`src/rtl/core/dtr_pkg.sv`:
```
// Shared types, character codes and DFA tables for the token recognizer.
`timescale 1ns / 1ps

package dtr_pkg;

  // Character codes of the alphabet
  localparam logic [7:0] CH_NL    = 8'h0A;
  localparam logic [7:0] CH_SPACE = 8'h20;
  localparam logic [7:0] CH_DASH  = 8'h2D;
  localparam logic [7:0] CH_DOT   = 8'h2E;
  localparam logic [7:0] CH_0     = 8'h30;
  localparam logic [7:0] CH_9     = 8'h39;
  localparam logic [7:0] CH_A     = 8'h61;
  localparam logic [7:0] CH_F     = 8'h66;
  localparam logic [7:0] CH_I     = 8'h69;
  localparam logic [7:0] CH_Z     = 8'h7A;

  // Token kinds
  localparam logic [2:0] KIND_NONE = 3'd0;
  localparam logic [2:0] KIND_ID   = 3'd1;
  localparam logic [2:0] KIND_IF   = 3'd2;
  localparam logic [2:0] KIND_REAL = 3'd3;
  localparam logic [2:0] KIND_NUM  = 3'd4;
  localparam logic [2:0] KIND_ERR  = 3'd5;
  localparam logic [2:0] KIND_CMT  = 3'd6;
  localparam logic [2:0] KIND_WS   = 3'd7;

  typedef enum logic [12:0] {
    S_START    = 13'h0001,
    S_I        = 13'h0002,
    S_IF       = 13'h0004,
    S_ID       = 13'h0008,
    S_DOT      = 13'h0010,
    S_REAL_FR  = 13'h0020,
    S_NUM      = 13'h0040,
    S_REAL_INT = 13'h0080,
    S_DASH     = 13'h0100,
    S_OPEN_CMT = 13'h0200,
    S_CMT      = 13'h0400,
    S_WS       = 13'h0800,
    S_ERR      = 13'h1000
  } state_t;

  typedef struct packed {
    logic   dead;
    state_t st;
  } trans_t;

  typedef struct packed {
    logic       token_valid;
    logic [2:0] token_kind;
    logic       newline_out;
    logic       echo_valid;
    logic [7:0] echo_char;
  } result_t;

  function automatic logic [2:0] kind_of(state_t s);
    logic [2:0] k;
    case (s)
      S_I, S_ID:             k = KIND_ID;
      S_IF:                  k = KIND_IF;
      S_REAL_FR, S_REAL_INT: k = KIND_REAL;
      S_NUM:                 k = KIND_NUM;
      S_DOT, S_DASH, S_ERR:  k = KIND_ERR;
      S_CMT:                 k = KIND_CMT;
      S_WS:                  k = KIND_WS;
      default:               k = KIND_NONE;
    endcase
    return k;
  endfunction

  function automatic trans_t trans(state_t s, logic [7:0] c);
    trans_t t;
    logic   let_c;
    logic   dig_c;
    let_c  = (c >= CH_A) && (c <= CH_Z);
    dig_c  = (c >= CH_0) && (c <= CH_9);
    t.dead = 1'b0;
    t.st   = S_START;
    case (s)
      S_START: begin
        if (c == CH_DASH)       t.st = S_DASH;
        else if (c == CH_SPACE) t.st = S_WS;
        else if (c == CH_DOT)   t.st = S_DOT;
        else if (c == CH_NL)    t.st = S_ERR;
        else if (c == CH_I)     t.st = S_I;
        else if (let_c)         t.st = S_ID;
        else if (dig_c)         t.st = S_NUM;
        else                    t.st = S_ERR;
      end
      S_I: begin
        if (c == CH_F)               t.st = S_IF;
        else if (let_c || dig_c)     t.st = S_ID;
        else                         t.dead = 1'b1;
      end
      S_IF, S_ID: begin
        if (let_c || dig_c) t.st = S_ID;
        else                t.dead = 1'b1;
      end
      S_DOT, S_REAL_FR: begin
        if (dig_c) t.st = S_REAL_FR;
        else       t.dead = 1'b1;
      end
      S_NUM: begin
        if (c == CH_DOT) t.st = S_REAL_INT;
        else if (dig_c)  t.st = S_NUM;
        else             t.dead = 1'b1;
      end
      S_REAL_INT: begin
        if (dig_c) t.st = S_REAL_INT;
        else       t.dead = 1'b1;
      end
      S_DASH: begin
        if (c == CH_DASH) t.st = S_OPEN_CMT;
        else              t.dead = 1'b1;
      end
      S_OPEN_CMT: begin
        if (c == CH_NL)  t.st = S_CMT;
        else if (let_c)  t.st = S_OPEN_CMT;
        else             t.dead = 1'b1;
      end
      S_WS: begin
        if (c == CH_SPACE) t.st = S_WS;
        else               t.dead = 1'b1;
      end
      default: t.dead = 1'b1;
    endcase
    return t;
  endfunction

endpackage

```
`src/rtl/core/dtr_if.sv`:
```
// Valid/ready channel interfaces for character words and result words.
`timescale 1ns / 1ps

interface dtr_in_if;
  logic       valid;
  logic       ready;
  logic [7:0] ch;
  logic       end_of_input;

  modport source (output valid, output ch, output end_of_input, input ready);
  modport sink   (input valid, input ch, input end_of_input, output ready);
endinterface

interface dtr_out_if;
  logic       valid;
  logic       ready;
  logic       token_valid;
  logic [2:0] token_kind;
  logic       newline_out;
  logic       echo_valid;
  logic [7:0] echo_char;

  modport source (output valid, output token_valid, output token_kind, output newline_out,
                  output echo_valid, output echo_char, input ready);
  modport sink   (input valid, input token_valid, input token_kind, input newline_out,
                  input echo_valid, input echo_char, output ready);
endinterface

```
`src/rtl/core/dtr_step.sv`:
```
// One DFA step: next state and result word for one character or end word.
`timescale 1ns / 1ps

module dtr_step (
  input  dtr_pkg::state_t  state,
  input  logic [7:0]       ch,
  input  logic             end_flag,
  output dtr_pkg::state_t  state_nxt,
  output dtr_pkg::result_t res
);

  dtr_pkg::trans_t t_cur;
  dtr_pkg::trans_t t_rst;

  assign t_cur = dtr_pkg::trans(state, ch);
  assign t_rst = dtr_pkg::trans(dtr_pkg::S_START, ch);

  always_comb begin
    res       = '0;
    state_nxt = state;
    if (end_flag) begin
      // flush pending token, back to start
      res.token_valid = (state != dtr_pkg::S_START);
      res.token_kind  = dtr_pkg::kind_of(state);
      state_nxt       = dtr_pkg::S_START;
    end else if (ch == dtr_pkg::CH_NL && state != dtr_pkg::S_OPEN_CMT) begin
      res.newline_out = 1'b1;
    end else begin
      if (t_cur.dead) begin
        // close token, then replay the character from start
        res.token_valid = 1'b1;
        res.token_kind  = dtr_pkg::kind_of(state);
        res.newline_out = 1'b1;
        state_nxt       = t_rst.st;
      end else begin
        state_nxt = t_cur.st;
      end
      if (ch != dtr_pkg::CH_NL && ch != dtr_pkg::CH_SPACE) begin
        res.echo_valid = 1'b1;
        res.echo_char  = ch;
      end
    end
  end

endmodule

```
`src/rtl/core/dfa_token_recognizer.sv`:
```
// Top level: DFA lexer, input register, step logic and result register.
// Each character word passes the input register, then the result register.
// Throughput: one word per cycle unless out_chan stalls; the state register closes
// a loop through the step logic.
// Reset (rst_n low, synchronous): both pipeline registers empty, DFA in start.
`timescale 1ns / 1ps

module dfa_token_recognizer (
  input  logic           clk,
  input  logic           rst_n,
  dtr_in_if.sink         in_chan,
  dtr_out_if.source      out_chan
);

  logic             in_valid_r;
  logic [7:0]       in_ch_r;
  logic             in_end_r;
  dtr_pkg::state_t  state_r;
  dtr_pkg::state_t  state_nxt;
  logic             out_valid_r;
  dtr_pkg::result_t out_res_r;
  dtr_pkg::result_t res;
  logic             out_free;
  logic             adv;
  logic             in_take;

  assign out_free = !out_valid_r || out_chan.ready;
  assign adv      = in_valid_r && out_free;
  assign in_chan.ready = !in_valid_r || out_free;
  assign in_take  = in_chan.valid && in_chan.ready;

  dtr_step u_step (
    .state     (state_r),
    .ch        (in_ch_r),
    .end_flag  (in_end_r),
    .state_nxt (state_nxt),
    .res       (res)
  );

  always_ff @(posedge clk) begin
    if (!rst_n) begin
      in_valid_r  <= 1'b0;
      out_valid_r <= 1'b0;
      state_r     <= dtr_pkg::S_START;
    end else begin
      if (in_chan.ready) begin
        in_valid_r <= in_chan.valid;
      end
      if (out_free) begin
        out_valid_r <= in_valid_r;
      end
      // advance the DFA only when the word moves into the result register
      if (adv) begin
        state_r <= state_nxt;
      end
    end
  end

  always_ff @(posedge clk) begin
    if (in_take) begin
      in_ch_r  <= in_chan.ch;
      in_end_r <= in_chan.end_of_input;
    end
    if (adv) begin
      out_res_r <= res;
    end
  end

  assign out_chan.valid       = out_valid_r;
  assign out_chan.token_valid = out_res_r.token_valid;
  assign out_chan.token_kind  = out_res_r.token_kind;
  assign out_chan.newline_out = out_res_r.newline_out;
  assign out_chan.echo_valid  = out_res_r.echo_valid;
  assign out_chan.echo_char   = out_res_r.echo_char;

  a_state_onehot: assert property (@(posedge clk) disable iff (!rst_n)
    $onehot(state_r))
    else $error("DFA state not one-hot");

  a_end_to_start: assert property (@(posedge clk) disable iff (!rst_n)
    adv && in_end_r |=> state_r == dtr_pkg::S_START)
    else $error("end word did not return DFA to start");

  a_kind_needs_token: assert property (@(posedge clk) disable iff (!rst_n)
    out_valid_r && !out_res_r.token_valid |-> out_res_r.token_kind == dtr_pkg::KIND_NONE)
    else $error("token kind without token");

  a_echo_clean: assert property (@(posedge clk) disable iff (!rst_n)
    out_valid_r && !out_res_r.echo_valid |-> out_res_r.echo_char == 8'h00)
    else $error("echo character without echo");

  a_state_hold: assert property (@(posedge clk) disable iff (!rst_n)
    !adv |=> $stable(state_r))
    else $error("DFA state moved without a word advancing");

endmodule
```
`src/flat_wrapper.sv`:
```
// flat-port wrapper written by rule: the top's interface ports become plain ports
module dfa_token_recognizer_flat 
  (clk, rst_n, in_chan_valid, in_chan_ch, in_chan_end_of_input, in_chan_ready, out_chan_valid, out_chan_token_valid, out_chan_token_kind, out_chan_newline_out, out_chan_echo_valid, out_chan_echo_char, out_chan_ready);
  dtr_in_if in_chan_i ();
  dtr_out_if out_chan_i ();
  input  logic clk;
  input  logic rst_n;
  input wire logic [$bits(in_chan_i.valid)-1:0] in_chan_valid;
  input wire logic [$bits(in_chan_i.ch)-1:0] in_chan_ch;
  input wire logic [$bits(in_chan_i.end_of_input)-1:0] in_chan_end_of_input;
  output wire logic [$bits(in_chan_i.ready)-1:0] in_chan_ready;
  output wire logic [$bits(out_chan_i.valid)-1:0] out_chan_valid;
  output wire logic [$bits(out_chan_i.token_valid)-1:0] out_chan_token_valid;
  output wire logic [$bits(out_chan_i.token_kind)-1:0] out_chan_token_kind;
  output wire logic [$bits(out_chan_i.newline_out)-1:0] out_chan_newline_out;
  output wire logic [$bits(out_chan_i.echo_valid)-1:0] out_chan_echo_valid;
  output wire logic [$bits(out_chan_i.echo_char)-1:0] out_chan_echo_char;
  input wire logic [$bits(out_chan_i.ready)-1:0] out_chan_ready;
  assign in_chan_i.valid = in_chan_valid;
  assign in_chan_i.ch = in_chan_ch;
  assign in_chan_i.end_of_input = in_chan_end_of_input;
  assign in_chan_ready = in_chan_i.ready;
  assign out_chan_valid = out_chan_i.valid;
  assign out_chan_token_valid = out_chan_i.token_valid;
  assign out_chan_token_kind = out_chan_i.token_kind;
  assign out_chan_newline_out = out_chan_i.newline_out;
  assign out_chan_echo_valid = out_chan_i.echo_valid;
  assign out_chan_echo_char = out_chan_i.echo_char;
  assign out_chan_i.ready = out_chan_ready;
  dfa_token_recognizer u_core (.clk(clk), .rst_n(rst_n), .in_chan(in_chan_i), .out_chan(out_chan_i));
endmodule
```
`config.mk`:
```
export PLATFORM = sky130hd
export DESIGN_NAME = dfa_token_recognizer_flat
export DESIGN_NICKNAME = d
export VERILOG_FILES = /design/src/rtl/core/dtr_pkg.sv /design/src/rtl/core/dtr_if.sv /design/src/rtl/core/dtr_step.sv /design/src/rtl/core/dfa_token_recognizer.sv /design/src/flat_wrapper.sv
export SDC_FILE = /design/constraint.sdc
export NUM_CORES = 1
export LEC_CHECK = 0
export ABC_AREA = 0
export BUFFER_PORTS_ARGS = -buffer_cell sky130_fd_sc_hd__buf_2
export CAP_MARGIN = 20
export CORE_MARGIN = 2
export CORE_UTILIZATION = 61
export DETAILED_ROUTE_END_ITERATION = 8
export GPL_ROUTABILITY_DRIVEN = 0
export HOLD_SLACK_MARGIN = 0.1
export PLACE_DENSITY = 0.84
export SLEW_MARGIN = 5
export SYNTH_ARGS = -nofsm -noshare
export SYNTH_HDL_FRONTEND = slang
export SYNTH_SLANG_ARGS = --single-unit
```
`constraint.sdc`:
```
create_clock -name clk -period 4.3 [get_ports clk]
set_input_delay 0.86 -clock clk [delete_from_list [all_inputs] [get_ports clk]]
set_output_delay 0.86 -clock clk [all_outputs]
set_load 0.05 [all_outputs]
```
== Word level (Yosys, flattened, before mapping) ==
Cells that the tools add are included.

* Bits in registers: 38
* Latch bits: 0
* RAM bits: 0
* Memory bits (read-only): 0
* Memories kept: 0

* $add $sub $neg: 0
* Multipliers: 0
* Divide/modulo/power cells: 0
* $lt $le $gt $ge: 4
* Equal/unequal tests: 24
* Shifts and indexed selects: 0
* Muxes and demuxes: 36
* Bitwise operators: 1
* Reduce and logical (&&, ||, !) cells: 20

{| class="wikitable"
|+ Operator list
! kind !! number
|-
| 13-bit 2-to-1 mux || 10
|-
| 13-bit case mux with 9 select lines || 1
|-
| 8-bit by 6-bit == test with 1-bit output (second input constant) || 3
|-
| 3-bit case mux with 7 select lines || 1
|-
| 10-bit 2-to-1 mux || 2
|-
| 8-bit by 7-bit == test with 1-bit output (second input constant) || 2
|-
| 4-bit 2-to-1 mux || 4
|-
| 8-bit 2-to-1 mux || 2
|-
| 13-bit by 1-bit == test with 1-bit output (second input constant) || 1
|-
| 13-bit by 10-bit == test with 1-bit output (second input constant) || 1
|-
| 13-bit by 11-bit == test with 1-bit output (second input constant) || 1
|-
| 13-bit by 12-bit == test with 1-bit output (second input constant) || 1
|-
| 13-bit == test (second input constant) || 1
|-
| 13-bit by 2-bit == test with 1-bit output (second input constant) || 1
|-
| 13-bit by 3-bit == test with 1-bit output (second input constant) || 1
|-
| 13-bit by 4-bit == test with 1-bit output (second input constant) || 1
|-
| 13-bit by 5-bit == test with 1-bit output (second input constant) || 1
|-
| 13-bit by 6-bit == test with 1-bit output (second input constant) || 1
|-
| 13-bit by 7-bit == test with 1-bit output (second input constant) || 1
|-
| 13-bit by 8-bit == test with 1-bit output (second input constant) || 1
|-
| 13-bit by 9-bit == test with 1-bit output (second input constant) || 1
|-
| 13-bit by 1-bit inequality test with 1-bit output (second input constant) || 1
|-
| 13-bit by 10-bit inequality test with 1-bit output (second input constant) || 1
|-
| 12-bit 2-to-1 mux || 1
|-
| 22 further kinds || 44
|}

== Longest topological paths before layout ==
Gate-level depths: netlist of the first run.

* Depth in word-level cells: 13
* Mapped depth: 9
* Gate-level depth less buffers: 7

== Hierarchy ==
Synthesis of the first run repeated with hierarchy kept, for this count alone.

* Cell total of the unflattened synthesis: 271
* Area, all modules: 2547.4 um^2

{| class="wikitable"
|+ Modules (own cells, without submodules)
! module !! times used !! cells each !! area an instance (um^2) !! seq. area each (um^2)
|-
| dfa_token_recognizer || 1 || 89 || 1311.3 || 991.0
|-
| dtr_step || 1 || 182 || 1236.2 || 0.0
|}

== Worst setup path after synthesis of the first run ==
Ideal clock, no wire load.

* Path kind: input -> register
* Start: in out_chan_ready
* End: reg u_core.state_r[12]
* Data arrival time: 2552 ps
* Data required time: 4213 ps
* Slack: 1661 ps
* Stages: 6
* Path buffers: 0
* Cells stage by stage: nor2b_1 > nor2b_1 > o21ai_2 > nor4b_1 > o21ai_1 > o31ai_1

* Longest elaborated chain between the ends: 3

{| class="wikitable"
|+ Ends and longest elaborated chain
! what !! line !! source
|-
| start, declared || flat_wrapper.sv:18 || <nowiki>input wire logic [$bits(out_chan_i.ready)-1:0] out_chan_ready;</nowiki>
|-
| 1-bit logical OR || dfa_token_recognizer.sv:27 || <nowiki>assign out_free = !out_valid_r || out_chan.ready;</nowiki>
|-
| 1-bit logical AND || dfa_token_recognizer.sv:28 || <nowiki>assign adv = in_valid_r && out_free;</nowiki>
|-
| via u_core.adv || dfa_token_recognizer.sv:24 || <nowiki>logic adv;</nowiki>
|-
| 2-bit AND reduction (no line) || -- ||
|-
| end signal, assigned || dfa_token_recognizer.sv:44 || <nowiki>state_r <= dtr_pkg::S_START;</nowiki>
|-
| end signal, assigned || dfa_token_recognizer.sv:54 || <nowiki>state_r <= state_nxt;</nowiki>
|-
| end, declared || dfa_token_recognizer.sv:18 || <nowiki>dtr_pkg::state_t state_r;</nowiki>
|}

The timed path passes the listed nets, and every way through them passes these cells.
A chain may end at the register's enable or synchronous reset.

==> impl_metrics.ini, run 1 <==
[floorplan]
initial_core_util_pct = 64.1
rows = 21
dieArea_mm2 = 0.00405
ios = 29
dieHeight_um = 63.7
coreArea_mm2 = 0.00339
die_w_um = 63.7

[logic_synthesis]
async_flop_share_pct = 0
synth_area_leader_cell = edfxtp_1
synth_commonest_cells = edfxtp_1 (23), dfxtp_1 (15), nor2_1 (13)
yosysTopAreaCellShare_pct = 31.8
synth_fp_nets = 236
synth_flop_cell = edfxtp_1
synth-edff-count = 23
ys_ff_latch = 38
synth.distinct_cells = 55
syn_area_per_cell_um2 = 9.74
synth_warnings = 0
ys_seq_area_share_pct = 45.6
synth_cells = 223
synthesis.area_mm2 = 0.00217
ys_top_cells_by_area = edfxtp_1 (32%), dfxtp_1 (14%), nor4_1 (3.2%)
yosysMostFrequentCell = edfxtp_1

[drt]
drtIter0Drc = 220
avgViaCountPerCell = 6.38
finalWirelength_um = 4480
wl_per_cell_um = 15.5
first_pass_iters = 7
drc = 0
num_vias = 1849
drtAntennaViolNets = 0

[pwr]
vdd_ir_drop_max_uv = 263
total_power_w = 0.000709
combPwrFrac_pct = 13.8
clkPwrFrac_pct = 27.5
switching_share_pct = 27.9
switchingPower_w = 0.000198
cellPowerDensity_mw_per_mm2 = 300
p_leak_nw = 0.819
internal_power_w = 0.000512
p_seq_share_pct = 58.7

[layout]
seq_area_um2 = 991
final_nets = 256
drive_gt1_share_pct = 21.3
area_growth_pct = 8.99
fill_cells = 267
stdcell_count = 290
multi_input_area_mm2 = 0.00108
n_antenna_cell = 0

[sta]
setup_slack_ns = 1.33
max_slew_margin_pct = 48.5
rsz0062_at_grt = false
final_hold_viol_count = 0
setup_viol = 0
slew_viol_final = 0
fmax_mhz = 336
layout_min_cycle_time_ns = 2.97
worst_pin_slew_ns = 0.766
post-route-period-util_pct = 69.1
tns_ns = 0
skew_ns = 0.00864

[run]
max_cap_violations = 0

[critical_path]
critPathRequiredTime_ns = 4.38
critPathLaunchType = register
worstSetupPathType = reg2reg
cp-end-kind = register
crit_arrival_ns = 3.06
cp_max_fo = 10

[cts]
clock_sinks = 38
clockRootBuffer = clkbuf_4
cts_tree = built
cts-buffers-inserted = 5
clkTransAtPathRegs_ns = 0.11
clock_latency_ns = 0.36
cts_resized = 0
htreeDepth = 2
holdBufCountCts = 0
postCtsSetupBuffers = 0
clock_path_buffers = 2

[min_path]
hold_path_class = reg2reg

[global_routing]
antenna_found_initial = 0
grt_max_degree = 19
grt_first_pass_wirelength_um = 7670
grt_pass1_vias = 1669
grt_usage_pct = 24.4
grt_overflow_total = 0

[placement]
place_inst = 282
dpl_worst_slack_ns = 1.42
numPortBuffers = 28
hpwl_um = 3310

[run_status]
status = complete, no violations
-- worst max-delay path: stages, from the launching register on --
cell and delay [ns]:
edfxtp_1 0.54, or3b_2 0.54, nor4_1 0.55, o32ai_1 0.18, a31oi_1 0.29, nand4_4 0.21, a21oi_1 0.32, a21oi_1 0.07
-- area by class of cell --
type | instances | share of cell area [%]
multi-input combinational | 162 | 45.7
sequential | 38 | 41.9
timing repair buffer | 29 | 6.24
tap | 46 | 2.43
clock buffer | 6 | 2.17
inverter | 7 | 1.11
clock inverter | 2 | 0.529
-- worst paths after layout --
path / end / cells past startpoint / startpoint / slack [ns]
max reg2reg: u_core.out_chan.token_valid$_DFFE_PP_ / 7 / u_core.in_ch_r[3]$_DFFE_PP_ / 1.33
min: u_core.out_chan.valid$_SDFFE_PN0P_ / 1 / u_core.in_valid_r$_SDFFE_PN0N_ / 0.52
min reg2reg: u_core.out_chan.valid$_SDFFE_PN0P_ / 1 / u_core.in_valid_r$_SDFFE_PN0N_ / 0.52
max: u_core.out_chan.token_valid$_DFFE_PP_ / 7 / u_core.in_ch_r[3]$_DFFE_PP_ / 1.33
-- sequential cells by signal, indices dropped and copies added (netlist names) --
register                     count
u_core.out_chan.valid            1
u_core.out_chan.newline_out      1
u_core.state_r                  13
u_core.in_end_r                  1
u_core.in_valid_r                1
u_core.in_ch_r                   8
u_core.out_chan.echo_valid       1
u_core.out_chan.echo_char        8
u_core.out_chan.token_valid      1
u_core.out_chan.token_kind       3
-- kinds of logic after synthesis --
group                     count (synthesis)  share of synthesized area (%)
DFF                                      38                           45.6
and+or+nand+nor                         108                           32.1
AOI/OAI and AO/OA                        47                           14.8
buffers and inverters                    23                           4.61
xor gates and xnor gates                  7                           2.82
-- through the flow --
step / hold WS, ns / instance area (µm²) / utilization, %
after floorplan: 0.477 / 2170 / -
after global placement: 0.505 / 2300 / 68.0
final: 0.520 / 2370 / 69.8
after global routing: 0.544 / 2370 / 69.8
after detailed placement: 0.504 / 2300 / 68.0
after CTS: 0.525 / 2370 / 69.8
-- power by group through the flow --
stage	clock network [W]	registers [W]	logic [W]
2_1_floorplan	0	0.000443	0.0000544
3_3_place_gp	0	0.000425	0.0000954
3_5_place_dp	0	0.000425	0.0000962
4_1_cts	0.000200	0.000416	0.0000966
5_1_grt	0.000216	0.000419	0.000105
6_report	0.000195	0.000417	0.0000978
-- cells in the final DEF (no fill, tap or decap), types with 3 or more instances in the layout --
master	instances
nand2_1	11
inv_1	7
nand3_1	10
a21boi_0	4
and2_1	9
or2_2	3
nand4_1	4
nor2_1	13
dfxtp_1	15
xor2_1	3
buf_2	28
clkbuf_4	5
nor3b_1	5
nand2b_1	5
o211ai_1	3
a21oi_1	10
o31ai_1	3
o21ai_0	5
edfxtp_1	23
nor3_1	6
nor4_1	11
or4_1	4
xnor2_1	4
nand3b_1	3
nor2b_1	7
-- routing by layer --
metal	up-vias	part of all wire [%]	GRT usage (%)	wire (µm)
met5	-	0	0	0
met3	10	9.8	6.79	438
met4	0	2.4	9.78	107
met1	836	44	33.0	1960
met2	116	44	37.1	1980
li1	887	-	-	-
Note: power is estimated with default switching activity, not from simulation.
==> inputs of run 2 (changes only) <==
--- a/config.mk
+++ b/config.mk
@@ -5,15 +5,15 @@
 export SDC_FILE = /design/constraint.sdc
 export NUM_CORES = 1
 export LEC_CHECK = 0
-export ABC_AREA = 0
+export ABC_AREA = 1
 export BUFFER_PORTS_ARGS = -buffer_cell sky130_fd_sc_hd__buf_2
 export CAP_MARGIN = 20
 export CORE_MARGIN = 2
-export CORE_UTILIZATION = 61
+export CORE_UTILIZATION = 51
 export DETAILED_ROUTE_END_ITERATION = 8
 export GPL_ROUTABILITY_DRIVEN = 0
 export HOLD_SLACK_MARGIN = 0.1
-export PLACE_DENSITY = 0.84
+export PLACE_DENSITY = 0.75
 export SLEW_MARGIN = 5
 export SYNTH_ARGS = -nofsm -noshare
 export SYNTH_HDL_FRONTEND = slang
==> constraint.sdc (replaced) <==
create_clock -name clk -period 2.5 [get_ports clk]
set_input_delay 0.5 -clock clk [delete_from_list [all_inputs] [get_ports clk]]
set_output_delay 0.5 -clock clk [all_outputs]
set_load 0.05 [all_outputs]
==> impl_metrics.ini, run 2 <==
[global_routing]
grtUsageMet1_pct = 29.2
grt_first_pass_wirelength_um = 7270
antenna_found_initial = 0
grt-busiest-layer = met2
gr-usage-met2_pct = 32.2
grt_max_degree = 16
grt_util_met3_pct = 6.41
grt_overflow_total = 0
grt_usage_pct = 21.4
grt_pass1_vias = 1607

[logic_synthesis]
synth_cells = 274
syn_area_per_cell_um2 = 7.70
synth_commonest_cells = nand2_1 (71), nor2_1 (42), inv_1 (35)
synth-simple-area-share_pct = 38.1
synth.distinct_cells = 29
ys_top_cells_by_area = edfxtp_1 (33%), dfxtp_1 (14%), nand2_1 (13%)
synth_flop_cell = edfxtp_1
synth_top_family_by_area = simple AND/OR/NAND/NOR gates
synth_compound_area_share_pct = 7.47
synth_warnings = 0
synthMuxAreaShare_pct = 0
synthesis.area_mm2 = 0.00211
ys_ff_latch = 38
yosys.area_share.adder_pct = 0
synth_xor_area_share_pct = 0
synth-edff-count = 23
synth_fp_nets = 287
ys_seq_area_share_pct = 46.9
async_flop_share_pct = 0
yosysTopAreaCellShare_pct = 32.7
synth_area_leader_cell = edfxtp_1
yosysMostFrequentCell = nand2_1

[critical_path]
critPathRequiredTime_ns = 2.54
critPathBufInv = 1
critical-path-top-delay-family = simple AND/OR/NAND/NOR gates
cp-end-kind = register
crit_arrival_ns = 2.07
timing.rr.start = u_core.in_ch_r[2]$_DFFE_PP_
cp_slowest_cell = edfxtp_1
cpPeakStageDelay_ns = 0.49
cp_max_fo = 7
path_common_cell = nand2_1
worstSetupPathType = reg2reg
startpoint = u_core.in_ch_r[2]$_DFFE_PP_
path_cells = inv_1 > nand2_1 > nor2_1 > nand2_1 > nand3_1 > nand2_1 > nor2_1 > nand2_1 > nor2_4 > nand2_2 > o21ai_2 > a21oi_1
critPathLaunchType = register

[drt]
avgViaCountPerCell = 5.12
first_pass_iters = 4
drtIter0Drc = 171
num_vias = 1838
finalWirelength_um = 4410
drtAntennaViolNets = 0
wl_per_cell_um = 12.3
drc = 0

[pwr]
clkPwrFrac_pct = 31.0
switching_share_pct = 27.2
vdd_ir_drop_max_uv = 338
internal_power_w = 0.000930
switchingPower_w = 0.000347
combPwrFrac_pct = 13.8
cellPowerDensity_mw_per_mm2 = 534
p_seq_share_pct = 55.2
p_leak_nw = 1.10
total_power_w = 0.00128

[cts]
clock_sinks = 38
cts-buffers-inserted = 5
clockRootBuffer = clkbuf_8
clkTransAtPathRegs_ns = 0.07
postCtsSetupBuffers = 0
cts_tree = built
holdBufCountCts = 0
clock_latency_ns = 0.29
clock_path_buffers = 2
cts_resized = 0
htreeDepth = 2

[floorplan]
ios = 29
dieHeight_um = 68.3
die_w_um = 68.3
rows = 23
dieArea_mm2 = 0.00467
initial_core_util_pct = 52.8
coreArea_mm2 = 0.00400

[layout]
largest_reg_flops = 13
layout_common_cells = nand2_1 (71), nor2_1 (42), inv_1 (35)
final_nets = 321
area_growth_pct = 13.4
n_antenna_cell = 0
regMostFlops = u_core.state_r
final_common_cell = nand2_1
fin_area_mm2 = 0.00239
drive_gt1_share_pct = 21.4

[placement]
hpwl_um = 3370
placed_cell_area_mm2 = 0.00231
numPortBuffers = 28

[sta]
skew_ns = 0.00394
final_hold_viol_count = 0
layout_min_cycle_time_ns = 2.03
slew_viol_final = 0
max_slew_margin_pct = 57.6
setup_viol = 0
fin_hold_ws_ns = 0.384
rsz0062_at_grt = false
tns_ns = 0
post-route-period-util_pct = 81.1
fmax_mhz = 493
worst_pin_slew_ns = 0.630

[run_status]
status = complete, no violations

[min_path]
min-delay-start = in_chan_ch[1]
hold_path_class = in2reg

[run]
max_cap_violations = 0
## run 2: final timing paths
| kind | to | slack [ns] | cells past startpoint |
|---|---|---|---|
| setup / recovery | u_core.out_chan.token_kind[0]$_DFFE_PP_ | 0.47 | 12 |
| hold reg to reg | u_core.state_r[12]$_SDFFE_PN0P_ | 0.49 | 2 |
| setup reg to reg | u_core.out_chan.token_kind[0]$_DFFE_PP_ | 0.47 | 12 |
| hold / removal | u_core.in_ch_r[1]$_DFFE_PP_ | 0.38 | 1 |
## run 2: worst reg2reg max path, stage by stage, from the launching register on
cell,delay [ns]
edfxtp_1,0.49
inv_1,0.13
nand2_1,0.07
nor2_1,0.16
nand2_1,0.14
nand3_1,0.09
nand2_1,0.05
nor2_1,0.10
nand2_1,0.10
nor2_4,0.15
nand2_2,0.07
o21ai_2,0.17
a21oi_1,0.06
## run 2: per-layer routing
metal | vias to the layer above | share of wire (%)
met1 | 799 | 44
met2 | 81 | 45
met4 | 0 | 2.2
met3 | 10 | 9.5
met5 | - | 0
li1 | 948 | -
## run 2: cell type report
class / instances / area (µm²)
fillers: 380 / 1610
flip-flops and latches: 38 / 991
multi-input cells: 195 / 962
inverters: 39 / 149
repair buffers: 29 / 148
clock buffers: 6 / 72.6
well taps: 50 / 62.6
clock inverters: 2 / 8.76
## run 2: logic make-up (layout without fill, tap and decap cells)
kind of cell / count (synthesis) / count (layout)
simple gates: 167 / 167
buf+inv: 41 / 76
flops: 38 / 38
compound gates: 28 / 28
## run 2: per-stage QoR
step                      instances  utilization (%)  setup slack (ns)
after floorplan                 274                -             0.659
after global placement          351             57.8             0.516
after detailed placement        351             57.8             0.507
after CTS                       359             59.8             0.497
after global routing            359             59.8             0.291
final                           359             59.8             0.472
## run 2: power groups by stage
stage               clock (W)  sequential [W]  combinational (W)
floorplan                   0        0.000759          0.0000915
global placement            0        0.000719           0.000173
detailed placement          0        0.000719           0.000174
CTS                  0.000405        0.000705           0.000175
global route         0.000439        0.000708           0.000192
finish               0.000396        0.000705           0.000176
==> inputs of run 3 (changes only) <==
--- a/config.mk
+++ b/config.mk
@@ -9,11 +9,11 @@
 export BUFFER_PORTS_ARGS = -buffer_cell sky130_fd_sc_hd__buf_2
 export CAP_MARGIN = 20
 export CORE_MARGIN = 2
-export CORE_UTILIZATION = 51
+export CORE_UTILIZATION = 57
 export DETAILED_ROUTE_END_ITERATION = 8
 export GPL_ROUTABILITY_DRIVEN = 0
 export HOLD_SLACK_MARGIN = 0.1
-export PLACE_DENSITY = 0.75
+export PLACE_DENSITY = 0.79
 export SLEW_MARGIN = 5
 export SYNTH_ARGS = -nofsm -noshare
 export SYNTH_HDL_FRONTEND = slang
==> constraint.sdc (replaced) <==
create_clock -name clk -period 2.1 [get_ports clk]
set_input_delay 0.42 -clock clk [delete_from_list [all_inputs] [get_ports clk]]
set_output_delay 0.42 -clock clk [all_outputs]
set_load 0.05 [all_outputs]
==> impl_metrics.ini, run 3 (synthesis gave the netlist of run 2 again) <==
[pwr]
p_seq_share_pct = 54.7
cellPowerDensity_mw_per_mm2 = 628
switching_share_pct = 27.5
combPwrFrac_pct = 14.3
internal_power_w = 0.00112
clkPwrFrac_pct = 31.0
p_leak_nw = 1.12
vdd_ir_drop_max_uv = 375
switchingPower_w = 0.000423
total_power_w = 0.00154

[sta]
worst_pin_slew_ns = 0.574
setup_viol = 0
post-route-period-util_pct = 94.1
layout_min_cycle_time_ns = 1.98
fmax_mhz = 506
tns_ns = 0
fin_hold_ws_ns = 0.292
max_slew_margin_pct = 61.4
slew_viol_final = 0
final_hold_viol_count = 0
skew_ns = 0.00914

[layout]
fin_area_mm2 = 0.00245
seq_area_um2 = 991
utilization_pct = 67.9
final_nets = 325
n_antenna_cell = 0
drive_gt1_share_pct = 24.6
fill_cells = 295
area_growth_pct = 15.9
layout_common_cells = nand2_1 (69), nor2_1 (41), inv_1 (32)
regMostFlops = u_core.state_r
largest_reg_flops = 13
multi_input_area_um2 = 987
final_common_cell = nand2_1

[global_routing]
grt_overflow_total = 0
grt_max_degree = 16
grt_usage_pct = 22.5
grt_first_pass_wirelength_um = 7180
antenna_found_initial = 0
grt_pass1_vias = 1616

[drt]
wl_per_cell_um = 12.1
first_pass_iters = 5
num_vias = 1874
drtIter0Drc = 179
drtAntennaViolNets = 0
drc = 0
finalWirelength_um = 4360
avgViaCountPerCell = 5.19

[min_path]
hold_depth = 1
hold_path_class = in2reg

[cts]
clockRootBuffer = clkbuf_8
clock_sinks = 38
clkTransAtPathRegs_ns = 0.07
cts-buffers-inserted = 5
clock_latency_ns = 0.30
htreeDepth = 2
cts_tree = built
clock_path_buffers = 2

[floorplan]
coreArea_mm2 = 0.00361
dieHeight_um = 64.9
rows = 22
die_w_um = 64.9
initial_core_util_pct = 58.5
ios = 29
dieArea_mm2 = 0.00421

[critical_path]
worstSetupPathType = reg2reg
r2r_cells = 12
critPathRequiredTime_ns = 2.14
cp-end-kind = register
cp_max_fo = 4
crit_arrival_ns = 2.02
critPathLaunchType = register

[placement]
hpwl_um = 3310
placed_cell_area_mm2 = 0.00232
numPortBuffers = 28

[run]
max_cap_violations = 0

[run_status]
status = complete, no violations
[run 3: what timing repair did]
item,in CTS,in global routing
resized for setup,0,9
endpoints found under the hold margin,0,0
buffers inserted,0,3
endpoints found under the setup margin,0,4
hold buffers,0,0
[run 3: critical path, cell delays in order (launching register included)]
cell and delay, ns:
edfxtp_1 0.43, inv_1 0.11, nand2_2 0.10, nor2_4 0.17
nand2_1 0.12, nand3_1 0.09, nand2_1 0.07, nor2_1 0.10
nand2_1 0.10, nor2_4 0.11, nand2_2 0.08, o21ai_4 0.19
a21oi_1 0.06
[run 3: area by class of cell]
type	instances	area share, %
flip-flops and latches	38	40.5
multi-input cells	195	40.3
repair buffers	33	7.26
inverters	39	6.08
clock buffers	6	2.97
well taps	48	2.45
clock inverters	2	0.409
[run 3: stage by stage]
| step | cells | worst slack, ns |
|---|---|---|
| global placement | 350 | 0.207 |
| CTS | 358 | 0.140 |
| floorplan | 274 | 0.259 |
| global route | 361 | -0.0305 |
| finish | 361 | 0.123 |
| detailed placement | 350 | 0.165 |
[run 3: final timing paths]
path / slack (ns) / endpoint / startpoint
hold / removal: 0.29 / u_core.in_ch_r[7]$_DFFE_PP_ / in_chan_ch[7]
hold reg to reg: 0.48 / u_core.out_chan.valid$_SDFFE_PN0P_ / u_core.in_valid_r$_SDFFE_PN0N_
setup reg to reg: 0.12 / u_core.out_chan.token_kind[0]$_DFFE_PP_ / u_core.in_ch_r[4]$_DFFE_PP_
setup / recovery: 0.12 / u_core.out_chan.token_kind[0]$_DFFE_PP_ / u_core.in_ch_r[4]$_DFFE_PP_
[run 3: power groups by stage]
| stage | clock (W) | sequential (W) | combinational [W] |
|---|---|---|---|
| final | 0.000476 | 0.000841 | 0.000221 |
| after CTS | 0.000485 | 0.000839 | 0.000210 |
| after detailed placement | 0 | 0.000856 | 0.000208 |
| after global placement | 0 | 0.000856 | 0.000206 |
| after floorplan | 0 | 0.000904 | 0.000109 |
| after global routing | 0.000516 | 0.000844 | 0.000241 |
[run 3: routing by layer]
metal | global-route usage, % | routed length [µm] | part of all wire [%] | up-vias
li1 | - | - | - | 954
met1 | 30.7 | 1980 | 45 | 814
met2 | 33.6 | 1920 | 44 | 92
met3 | 4.86 | 340 | 7.8 | 14
met4 | 11.2 | 123 | 2.8 | 0
met5 | 0 | 0 | 0 | -
